**config.mk**
```make
export PLATFORM = sky130hd
export DESIGN_NAME = seconds_counter_calendar_rtc
export DESIGN_NICKNAME = d
export VERILOG_FILES = /design/src/hw/rtl/scc_pkg.sv /design/src/hw/rtl/scc_datapath.sv /design/src/hw/rtl/scc_control.sv /design/src/hw/rtl/seconds_counter_calendar_rtc.sv
export SDC_FILE = /design/constraint.sdc
export NUM_CORES = 2
export LEC_CHECK = 0
export CORE_MARGIN = 5
export CORE_UTILIZATION = 60
export DETAILED_ROUTE_END_ITERATION = 8
export DONT_BUFFER_PORTS = 1
export PLACE_DENSITY = 0.76
export REMOVE_ABC_BUFFERS = 1
export SYNTH_ARGS = -nofsm -noshare
export SYNTH_HDL_FRONTEND = slang
export SYNTH_HIERARCHICAL = 1
export SYNTH_SLANG_ARGS = --single-unit
```
**constraint.sdc**
```tcl
create_clock -name clk -period 17.1 [get_ports clk]
set_clock_uncertainty 0.05 [all_clocks]
set_input_delay 1.71 -clock clk [delete_from_list [all_inputs] [get_ports clk]]
set_output_delay 1.71 -clock clk [all_outputs]
set_load 0.05 [all_outputs]
```
**src/hw/rtl/scc_pkg.sv**
```systemverilog
`default_nettype none
// ----------------------------------------------------------------------------
// scc_pkg: shared types and constants for the calendar real-time clock.
// Holds the command codes, the calendar constants and the controller to
// datapath command and status structs.
// ----------------------------------------------------------------------------
package scc_pkg;

    localparam int unsigned CountW = 32;

    typedef enum logic [1:0] {
        CMD_TICK = 2'd0,
        CMD_SET_CAL = 2'd1,
        CMD_SET_RAW = 2'd2,
        CMD_READ = 2'd3
    } cmd_t;

    localparam logic [11:0] EpochYear = 12'd1970;
    localparam logic [11:0] LastSetYear = 12'd2099;
    localparam logic [31:0] SecPerDay = 32'd86400;
    localparam logic [31:0] SecPerHour = 32'd3600;
    localparam logic [31:0] SecPerMin = 32'd60;
    localparam logic [31:0] SecPerYear = 32'd31536000;
    localparam logic [31:0] SecPerLeapYear = 32'd31622400;

    // Datapath operation selected by the controller.
    typedef enum logic [3:0] {
        OP_NONE,
        OP_LOAD,
        OP_SET_INIT,
        OP_SET_YEAR,
        OP_SET_MONTH,
        OP_SET_FINISH,
        OP_DAY_STEP,
        OP_REM_STEP,
        OP_MIN_STEP,
        OP_HOUR_STEP,
        OP_SEC_STEP,
        OP_YEAR_STEP,
        OP_MONTH_STEP
    } op_t;

    typedef struct packed {
        op_t op;
    } ctl_cmd_t;

    typedef struct packed {
        logic year_bad;
        logic set_year_done;
        logic set_month_done;
        logic year_done;
        logic month_done;
    } dp_status_t;

    // Leap test for years in 1970..2106.
    function automatic logic is_leap(input logic [11:0] y);
        logic lp;
        lp = (y[1:0] == 2'b00) && (y != 12'd2100);
        return lp;
    endfunction

    // Days in zero-based month m0 of year y.
    function automatic logic [4:0] month_days(input logic [11:0] y, input logic [3:0] m0);
        logic [4:0] d;
        case (m0)
            4'd1: d = is_leap(y) ? 5'd29 : 5'd28;
            4'd3, 4'd5, 4'd8, 4'd10: d = 5'd30;
            default: d = 5'd31;
        endcase
        return d;
    endfunction

endpackage : scc_pkg
`default_nettype wire

```
**src/hw/rtl/scc_datapath.sv**
```systemverilog
`default_nettype none
// ----------------------------------------------------------------------------
// scc_datapath: count register and calendar arithmetic.
// Builds the count from a calendar set one year and one month a cycle. The
// decode splits days, hours, minutes and the weekday with constant
// reciprocal multiplies in the day, remainder, minute, hour and second steps, then walks years and months.
// ----------------------------------------------------------------------------
module scc_datapath (
    input  wire logic                  clk,
    input  wire logic                  rst_n,
    input  wire scc_pkg::ctl_cmd_t     ctl,
    input  wire logic [1:0]            cmd,
    input  wire logic [11:0]           set_year,
    input  wire logic [3:0]            set_month,
    input  wire logic [4:0]            set_day,
    input  wire logic [4:0]            set_hour,
    input  wire logic [5:0]            set_minute,
    input  wire logic [5:0]            set_second,
    input  wire logic [31:0]           set_count,
    output scc_pkg::dp_status_t        sts,
    output logic                       status,
    output logic [31:0]                seconds_count,
    output logic [11:0]                cal_year,
    output logic [3:0]                 cal_month,
    output logic [4:0]                 cal_day,
    output logic [4:0]                 cal_hour,
    output logic [5:0]                 cal_minute,
    output logic [5:0]                 cal_second,
    output logic [2:0]                 weekday
);
    import scc_pkg::*;

    // Reciprocals, exact over the operand ranges used below:
    // count/128 by 675 (2^35), seconds/4 by 15 (2^19),
    // minutes/4 by 15 (2^13) and days by 7 (2^19).
    localparam logic [25:0] DayRecip = 26'd50903317;
    localparam logic [15:0] MinRecip = 16'd34953;
    localparam logic [9:0]  HourRecip = 10'd547;
    localparam logic [16:0] WeekRecip = 17'd74899;

    logic [31:0] count_reg, count_next;
    logic [31:0] acc_reg, acc_next;
    logic [11:0] yr_reg, yr_next;
    logic [3:0]  mo_reg, mo_next;
    logic [11:0] sy_reg;
    logic [3:0]  smo_reg;
    logic [4:0]  sd_reg, sh_reg;
    logic [5:0]  smi_reg, ss_reg;
    logic [1:0]  cmd_reg;
    logic        status_reg, status_next;
    logic [16:0] days_reg, days_next;
    logic [16:0] dwk_reg, dwk_next;
    logic [16:0] rem_reg, rem_next;
    logic [4:0]  hr_reg, hr_next;
    logic [5:0]  mi_reg, mi_next;
    logic [10:0] tmin_reg, tmin_next;
    logic [12:0] wq_reg, wq_next;
    logic [8:0]  ylen;
    logic [4:0]  mlen;
    logic [3:0]  smon;
    logic [50:0] day_prod;
    logic [24:0] day_left;
    logic [29:0] min_prod;
    logic [17:0] hr_prod;
    logic [31:0] wk_prod;
    logic [10:0] min_left;

    // Clamp the set month into 1..12.
    always_comb
    begin
        if (sy_reg == 12'd0 && smo_reg == 4'd0)
            smon = 4'd1;
        else if (smo_reg == 4'd0)
            smon = 4'd1;
        else if (smo_reg > 4'd12)
            smon = 4'd12;
        else
            smon = smo_reg;
    end

    assign ylen = is_leap(yr_reg) ? 9'd366 : 9'd365;
    assign mlen = month_days(yr_reg, mo_reg);

    // Quotient and remainder terms for the decode steps.
    assign day_prod = {25'd0, acc_reg[31:7]} * {25'd0, DayRecip};
    assign day_left = acc_reg[31:7] - {8'd0, days_reg} * 25'd675;
    assign min_prod = {15'd0, rem_reg[16:2]} * {14'd0, MinRecip};
    assign hr_prod = {9'd0, tmin_reg[10:2]} * {8'd0, HourRecip};
    assign wk_prod = {15'd0, dwk_reg} * {15'd0, WeekRecip};
    assign min_left = tmin_reg - {6'd0, hr_reg} * 11'd60;

    // Status flags for the controller.
    always_comb
    begin
        sts.year_bad = (sy_reg < EpochYear) || (sy_reg > LastSetYear);
        sts.set_year_done = (yr_reg >= sy_reg);
        sts.set_month_done = (mo_reg + 4'd1 >= smon);
        sts.year_done = (days_reg < {8'd0, ylen});
        sts.month_done = (mo_reg >= 4'd11) || (days_reg < {12'd0, mlen});
    end

    // One datapath operation per cycle as the controller selects.
    always_comb
    begin
        count_next = count_reg;
        acc_next = acc_reg;
        yr_next = yr_reg;
        mo_next = mo_reg;
        status_next = status_reg;
        days_next = days_reg;
        dwk_next = dwk_reg;
        rem_next = rem_reg;
        hr_next = hr_reg;
        mi_next = mi_reg;
        tmin_next = tmin_reg;
        wq_next = wq_reg;
        case (ctl.op)
            OP_LOAD:
            begin
                status_next = 1'b0;
                case (cmd_t'(cmd_reg))
                    CMD_TICK: count_next = count_reg + 32'd1;
                    CMD_SET_RAW: count_next = set_count;
                    default: count_next = count_reg;
                endcase
                if (cmd_t'(cmd_reg) == CMD_SET_CAL)
                    status_next = sts.year_bad;
            end
            OP_SET_INIT:
            begin
                acc_next = 32'd0;
                yr_next = EpochYear;
                mo_next = 4'd0;
            end
            OP_SET_YEAR:
            begin
                if (!sts.set_year_done)
                begin
                    acc_next = acc_reg + (is_leap(yr_reg) ? SecPerLeapYear : SecPerYear);
                    yr_next = yr_reg + 12'd1;
                end
            end
            OP_SET_MONTH:
            begin
                if (!sts.set_month_done)
                begin
                    acc_next = acc_reg + {15'd0, mlen} * SecPerDay;
                    mo_next = mo_reg + 4'd1;
                end
            end
            OP_SET_FINISH:
            begin
                count_next = acc_reg + ({27'd0, sd_reg} - 32'd1) * SecPerDay
                             + {27'd0, sh_reg} * SecPerHour
                             + {26'd0, smi_reg} * SecPerMin + {26'd0, ss_reg};
                acc_next = count_next;
                days_next = 17'd0;
            end
            OP_DAY_STEP:
            begin
                // Whole days since the epoch.
                days_next = {1'b0, day_prod[50:35]};
            end
            OP_REM_STEP:
            begin
                // Seconds into the day, and the day count offset for Thursday.
                rem_next = {day_left[9:0], acc_reg[6:0]};
                dwk_next = days_reg + 17'd4;
            end
            OP_MIN_STEP:
            begin
                tmin_next = min_prod[29:19];
                wq_next = wk_prod[31:19];
            end
            OP_HOUR_STEP:
            begin
                hr_next = hr_prod[17:13];
                rem_next = rem_reg - {6'd0, tmin_reg} * 17'd60;
                dwk_next = dwk_reg - {4'd0, wq_reg} * 17'd7;
            end
            OP_SEC_STEP:
            begin
                mi_next = min_left[5:0];
            end
            OP_YEAR_STEP:
            begin
                if (!sts.year_done)
                begin
                    days_next = days_reg - {8'd0, ylen};
                    yr_next = yr_reg + 12'd1;
                end
            end
            OP_MONTH_STEP:
            begin
                if (!sts.month_done)
                begin
                    days_next = days_reg - {12'd0, mlen};
                    mo_next = mo_reg + 4'd1;
                end
            end
            default:
            begin
                count_next = count_reg;
            end
        endcase
    end

    // Count and status registers with reset; working registers without.
    always_ff @(posedge clk or negedge rst_n)
    begin
        if (!rst_n)
        begin
            count_reg <= 32'd0;
            status_reg <= 1'b0;
        end
        else
        begin
            count_reg <= count_next;
            status_reg <= status_next;
        end
    end

    always_ff @(posedge clk)
    begin
        if (ctl.op == OP_NONE)
        begin
            cmd_reg <= cmd;
            sy_reg <= set_year;
            smo_reg <= set_month;
            sd_reg <= set_day;
            sh_reg <= set_hour;
            smi_reg <= set_minute;
            ss_reg <= set_second;
        end
        // Seed the decode from the final count.
        if (ctl.op == OP_SET_FINISH || ctl.op == OP_LOAD)
        begin
            acc_reg <= (ctl.op == OP_LOAD) ? count_next : acc_next;
            days_reg <= 17'd0;
            rem_reg <= count_next[16:0];
            hr_reg <= 5'd0;
            mi_reg <= 6'd0;
            yr_reg <= EpochYear;
            mo_reg <= 4'd0;
            dwk_reg <= 17'd4;
        end
        else
        begin
            acc_reg <= acc_next;
            days_reg <= days_next;
            rem_reg <= rem_next;
            hr_reg <= hr_next;
            mi_reg <= mi_next;
            yr_reg <= yr_next;
            mo_reg <= mo_next;
            dwk_reg <= dwk_next;
            tmin_reg <= tmin_next;
            wq_reg <= wq_next;
        end
    end

    assign status = status_reg;
    assign seconds_count = count_reg;
    assign cal_year = yr_reg;
    assign cal_month = mo_reg + 4'd1;
    assign cal_day = days_reg[4:0] + 5'd1;
    assign cal_hour = hr_reg;
    assign cal_minute = mi_reg;
    assign cal_second = rem_reg[5:0];
    assign weekday = dwk_reg[2:0];

endmodule : scc_datapath
`default_nettype wire

```
**src/hw/rtl/scc_control.sv**
```systemverilog
`default_nettype none
// ----------------------------------------------------------------------------
// scc_control: sequencer for one command.
// Steps the datapath through load, calendar set (valid set commands only), day split, time and
// weekday split, year walk and month walk, then strobes the result.
// ----------------------------------------------------------------------------
module scc_control (
    input  wire logic                clk,
    input  wire logic                rst_n,
    input  wire logic                start,
    input  wire logic [1:0]          cmd,
    input  wire scc_pkg::dp_status_t sts,
    output scc_pkg::ctl_cmd_t        ctl,
    output logic                     busy,
    output logic                     done
);
    import scc_pkg::*;

    typedef enum logic [3:0] {
        S_IDLE, S_LOAD, S_SINIT, S_SYEAR, S_SMONTH, S_SFIN,
        S_DAY, S_REM, S_MIN, S_HOUR, S_SEC, S_YEAR, S_MONTH, S_DONE
    } state_t;

    state_t state_reg, state_next;
    logic   busy_reg, busy_next;
    logic   done_reg, done_next;
    logic   is_cal_reg, is_cal_next;

    // Command to the datapath follows the state.
    always_comb
    begin
        case (state_reg)
            S_LOAD: ctl.op = OP_LOAD;
            S_SINIT: ctl.op = OP_SET_INIT;
            S_SYEAR: ctl.op = OP_SET_YEAR;
            S_SMONTH: ctl.op = OP_SET_MONTH;
            S_SFIN: ctl.op = OP_SET_FINISH;
            S_DAY: ctl.op = OP_DAY_STEP;
            S_REM: ctl.op = OP_REM_STEP;
            S_MIN: ctl.op = OP_MIN_STEP;
            S_HOUR: ctl.op = OP_HOUR_STEP;
            S_SEC: ctl.op = OP_SEC_STEP;
            S_YEAR: ctl.op = OP_YEAR_STEP;
            S_MONTH: ctl.op = OP_MONTH_STEP;
            default: ctl.op = OP_NONE;
        endcase
    end

    // Next-state logic.
    always_comb
    begin
        state_next = state_reg;
        busy_next = busy_reg;
        done_next = 1'b0;
        is_cal_next = is_cal_reg;
        case (state_reg)
            S_IDLE:
            begin
                if (start)
                begin
                    state_next = S_LOAD;
                    busy_next = 1'b1;
                    is_cal_next = (cmd_t'(cmd) == CMD_SET_CAL);
                end
            end
            S_LOAD:
            begin
                if (is_cal_reg && !sts.year_bad)
                    state_next = S_SINIT;
                else
                    state_next = S_DAY;
            end
            S_SINIT: state_next = S_SYEAR;
            S_SYEAR:
            begin
                if (sts.set_year_done)
                    state_next = S_SMONTH;
            end
            S_SMONTH:
            begin
                if (sts.set_month_done)
                    state_next = S_SFIN;
            end
            S_SFIN: state_next = S_DAY;
            S_DAY: state_next = S_REM;
            S_REM: state_next = S_MIN;
            S_MIN: state_next = S_HOUR;
            S_HOUR: state_next = S_SEC;
            S_SEC: state_next = S_YEAR;
            S_YEAR:
            begin
                if (sts.year_done)
                    state_next = S_MONTH;
            end
            S_MONTH:
            begin
                if (sts.month_done)
                begin
                    state_next = S_DONE;
                    done_next = 1'b1;
                end
            end
            S_DONE:
            begin
                state_next = S_IDLE;
                busy_next = 1'b0;
            end
            default:
            begin
                state_next = S_IDLE;
                busy_next = 1'b0;
            end
        endcase
    end

    always_ff @(posedge clk or negedge rst_n)
    begin
        if (!rst_n)
        begin
            state_reg <= S_IDLE;
            busy_reg <= 1'b0;
            done_reg <= 1'b0;
            is_cal_reg <= 1'b0;
        end
        else
        begin
            state_reg <= state_next;
            busy_reg <= busy_next;
            done_reg <= done_next;
            is_cal_reg <= is_cal_next;
        end
    end

    assign busy = busy_reg;
    assign done = done_reg;

endmodule : scc_control
`default_nettype wire

```
**src/hw/rtl/seconds_counter_calendar_rtc.sv**
```systemverilog
`default_nettype none
// ----------------------------------------------------------------------------
// seconds_counter_calendar_rtc: calendar real-time clock top level.
// A 32-bit seconds count since 1970 with tick, calendar set, raw set and read
// commands, each returning the decoded date, time and weekday.
// ----------------------------------------------------------------------------
// A command is taken when start is high and busy is low; busy then stays
// high until the result has been shown. The result appears for one cycle
// with done high and cannot be held off. The time from the transfer to done
// depends on the data: for a tick, raw set, read or refused calendar set it
// grows with the years past 1970 and the months before the decoded month,
// and a valid calendar set adds its own walks over the years and months it
// sets. Days, hours, minutes and the weekday are split off in five fixed
// steps; only the year and month walks go one step a cycle. Busy drops in
// the cycle after done.
module seconds_counter_calendar_rtc (
    input  wire logic        clk,
    input  wire logic        rst_n,
    input  wire logic        start,
    output logic             busy,
    output logic             done,
    input  wire logic [1:0]  cmd,
    input  wire logic [11:0] set_year,
    input  wire logic [3:0]  set_month,
    input  wire logic [4:0]  set_day,
    input  wire logic [4:0]  set_hour,
    input  wire logic [5:0]  set_minute,
    input  wire logic [5:0]  set_second,
    input  wire logic [31:0] set_count,
    output logic             status,
    output logic [31:0]      seconds_count,
    output logic [11:0]      cal_year,
    output logic [3:0]       cal_month,
    output logic [4:0]       cal_day,
    output logic [4:0]       cal_hour,
    output logic [5:0]       cal_minute,
    output logic [5:0]       cal_second,
    output logic [2:0]       weekday
);
    import scc_pkg::*;

    ctl_cmd_t   ctl;
    dp_status_t sts;

    scc_control u_ctl (
        .clk(clk), .rst_n(rst_n), .start(start), .cmd(cmd), .sts(sts),
        .ctl(ctl), .busy(busy), .done(done)
    );

    scc_datapath u_dp (
        .clk(clk), .rst_n(rst_n), .ctl(ctl), .cmd(cmd),
        .set_year(set_year), .set_month(set_month), .set_day(set_day),
        .set_hour(set_hour), .set_minute(set_minute), .set_second(set_second),
        .set_count(set_count), .sts(sts), .status(status),
        .seconds_count(seconds_count), .cal_year(cal_year),
        .cal_month(cal_month), .cal_day(cal_day), .cal_hour(cal_hour),
        .cal_minute(cal_minute), .cal_second(cal_second), .weekday(weekday)
    );

endmodule : seconds_counter_calendar_rtc
`default_nettype wire
```
==> summary.txt <==
Setup path
  – Critical path's slowest cell: fa_1
  – CP Data Arrival Time: 8.27 ns
  – Worst Setup EP: u_dp/acc_reg[29]$_DFF_P_
  – Crit Path Category: flip-flop to flip-flop
  – Worst R2R End: u_dp/acc_reg[29]$_DFF_P_
  – Beginning of the critical path: u_dp/sd_reg[0]$_DFFE_PN_
  – Most used cell, CP: ha_1
  – R2r startpoint: u_dp/sd_reg[0]$_DFFE_PN_
  – CP peak stage delay: 0.50 ns
  – Worst Path Required: 17.49 ns
  – Crit path capture type: flip-flop
  – CP max FO: 18
  – Crit start category: flip-flop
  – Flop2flop setup slack: 9.23 ns
  – FF-to-FF path depth: 33

Placed design
  – GPL Wtd Cong: 0.9656
  – I/O Buffers: 0
  – HPWL Detailed: 80400 µm

CTS
  – Post-CTS Hold Buffers: 0
  – CTS buffer count: 27
  – Skew-Pair Late Insertion Delay: 0.57 ns
  – Post-CTS sizing: 0
  – CTS tree: done
  – H-tree Lvls: 1
  – Clk buf depth: 3
  – Worst-path clk slew: 0.06 ns
  – Postcts setup bufs: 0
  – Clk sinks: 214
  – Clock root cell: clkbuf_16

Timing
  – Max-slew violations: 0
  – Slew @ Worst Pin: 1.160 ns
  – Fin. Hold Viols: 0
  – Fin crit share: 0.4605
  – Endpoints failing setup: 0
  – FMAX: 0.1270 GHz
  – RSZ-0062 raised after global routing: no
  – Setup TNS: 0 ns
  – Min Tclk post-route: 7.875 ns
  – Slew Limit Headroom: 0.2241

Floorplanning
  – IO Count: 151
  – Full die area: 0.06716 mm²
  – Rows: 91
  – Initial Util: 0.6047
  – Core area: 0.06160 mm²
  – DIE HEIGHT: 259.2 µm
  – Die Span X: 259.2 µm

Synthesis
  – Cell Area, Synth: 0.03725 mm²
  – Syn. warnings: 6
  – Yosys cell types: 105
  – Syn Inst Count: 4059
  – Yosys top cell area share: 0.2714
  – Syn_area_per_cell: 9.176 µm²
  – Seq cells post-synth: 214
  – Post-synth top flop: dfxtp_1
  – Largest cells by area after synthesis: ha_1 (27%), fa_1 (20%), inv_1 (7.3%)
  – FFs w/ async S/R, synth: 0.1869
  – Post-synth EDFFs: 81
  – Leading area contributor after synthesis: ha_1
  – Seq/Total Area, Yosys: 0.1422

Route
  – Remaining DRCs: 0
  – Total number of vias: 29.25k
  – Drt first pass iters: 6
  – Wire per inst: 19.96 µm
  – Drt via density: 5.958
  – Final wirelength: 97970 µm
  – Drt first-iter violations: 2510
  – Post-route ant nets: 0

Layout
  – Layout fillers: 5142
  – Register Area: 0.005295 mm²
  – Area grow syn2layout: 5.271%
  – Nets: 5296
  – Layout cells sized above 1: 0.03837
  – Area occupied by multi-input gates: 0.02888 mm²

Global route
  – Total GRT Usage: 0.2878
  – Initial antenna violation count: 6
  – Vias in the first global route: 29.36k
  – GRT overflow: 0
  – First-pass GRT wire length: 156900 µm
  – Largest net degree at the start of global routing: 64

Run
  – Max cap viols: 0

Worst hold path
  – Worst hold path type: flip-flop to flip-flop

Outcome
  – Status: finished clean
-- synthesized netlist by cell type, drive strengths merged, types with 71 or more instances --
master and count:
ha 808, inv 726, fa 368, nor2 217, a21oi 215, nand2 205
o21ai 205, xnor2 133, dfxtp 93, a21o 82, edfxtp 81, xor2 74
nand3 71
-- through the flow --
step | hold slack, ns | utilization | worst slack [ns] | cells | cell area, µm²
3_5_place_dp | 0.4361 | 0.6218 | 9.337 | 4853 | 38300
2_1_floorplan | 0.4060 | - | 9.828 | 3971 | 36870
6_report | 0.4430 | 0.6366 | 9.225 | 4909 | 39210
5_1_grt | 0.4574 | 0.6365 | 8.697 | 4907 | 39210
4_1_cts | 0.4419 | 0.6363 | 9.274 | 4903 | 39200
3_3_place_gp | 0.4211 | 0.6218 | 9.436 | 4853 | 38300
-- cells in the final DEF, fill, tap and decap left out, drive strengths merged, types with 17 or more instances in the layout --
cell type and count:
clkbuf 30, o21a 23, a22oi 30, o21ai 205
nand2 205, dfrtp 40, nand2b 34, nor3 57
nor2b 33, a21o 82, a21oi 215, edfxtp 81
o221ai 23, o22ai 19, clkinv 19, and3 38
nand4 23, o21bai 25, dfxtp 93, fa 368
a31oi 40, a211oi 26, nand3 71, o211ai 22
inv 728, or3 17, ha 808, xor2 74
buf 45, nor2 217, xnor2 133
-- per-layer routing --
metal  global-route usage  up-vias  wire length (µm)
li1                     -    13870                 -
met1               0.3884    14090             41240
met2               0.4742     1061             45240
met3              0.05000      227              7450
met4              0.09453        0              4031
met5                    0        -                 0
-- cell type report --
cell class,instances,share of cell area
well taps,837,0.02671
clock inverters,20,0.005265
flip-flops and latches,214,0.1350
repair buffers,45,0.008616
inverters,731,0.06998
clock buffers,30,0.01752
diodes,6,0.0003829
multi-input cells,3026,0.7365
-- worst min path at each step --
stage / from / end / slack [ns] / cells after the start
2_1_floorplan: u_dp/acc_reg[0]$_DFF_P_ / u_dp/acc_reg[0]$_DFF_P_ / 0.41 / 1
3_3_place_gp: u_dp/acc_reg[0]$_DFF_P_ / u_dp/acc_reg[0]$_DFF_P_ / 0.42 / 1
3_5_place_dp: u_dp/acc_reg[0]$_DFF_P_ / u_dp/acc_reg[0]$_DFF_P_ / 0.44 / 1
4_1_cts: u_dp/acc_reg[0]$_DFF_P_ / u_dp/acc_reg[0]$_DFF_P_ / 0.44 / 1
5_1_grt: u_dp/acc_reg[0]$_DFF_P_ / u_dp/acc_reg[0]$_DFF_P_ / 0.46 / 1
6_report: u_dp/acc_reg[0]$_DFF_P_ / u_dp/acc_reg[0]$_DFF_P_ / 0.44 / 1
-- critical path, delay by kind of cell, from the launching register on --
| kind | cells | cell delay (ns) |
|---|---|---|
| buffers and inverters | 5 | 0.74 |
| adders and majority gates | 7 | 2.52 |
| AOI/OAI and AO/OA | 12 | 2.26 |
| xor gates and xnor gates | 4 | 0.68 |
| DFF | 1 | 0.44 |
| and+or+nand+nor | 5 | 1.05 |
-- logic make-up after synthesis --
kind of cell | after synthesis | share of synthesized area
other | 1 | 0.0001007
muxes | 16 | 0.004837
and+or+nand+nor | 763 | 0.09745
AOI/OAI and AO/OA | 863 | 0.1536
buffers and inverters | 819 | 0.08391
adders and majority gates | 1176 | 0.4692
xor gates and xnor gates | 207 | 0.04867
DFF | 214 | 0.1422
Power is left out: the tool's default activity adds up to more than one toggle a clock period on the data nets, which glitch-free logic cannot reach.
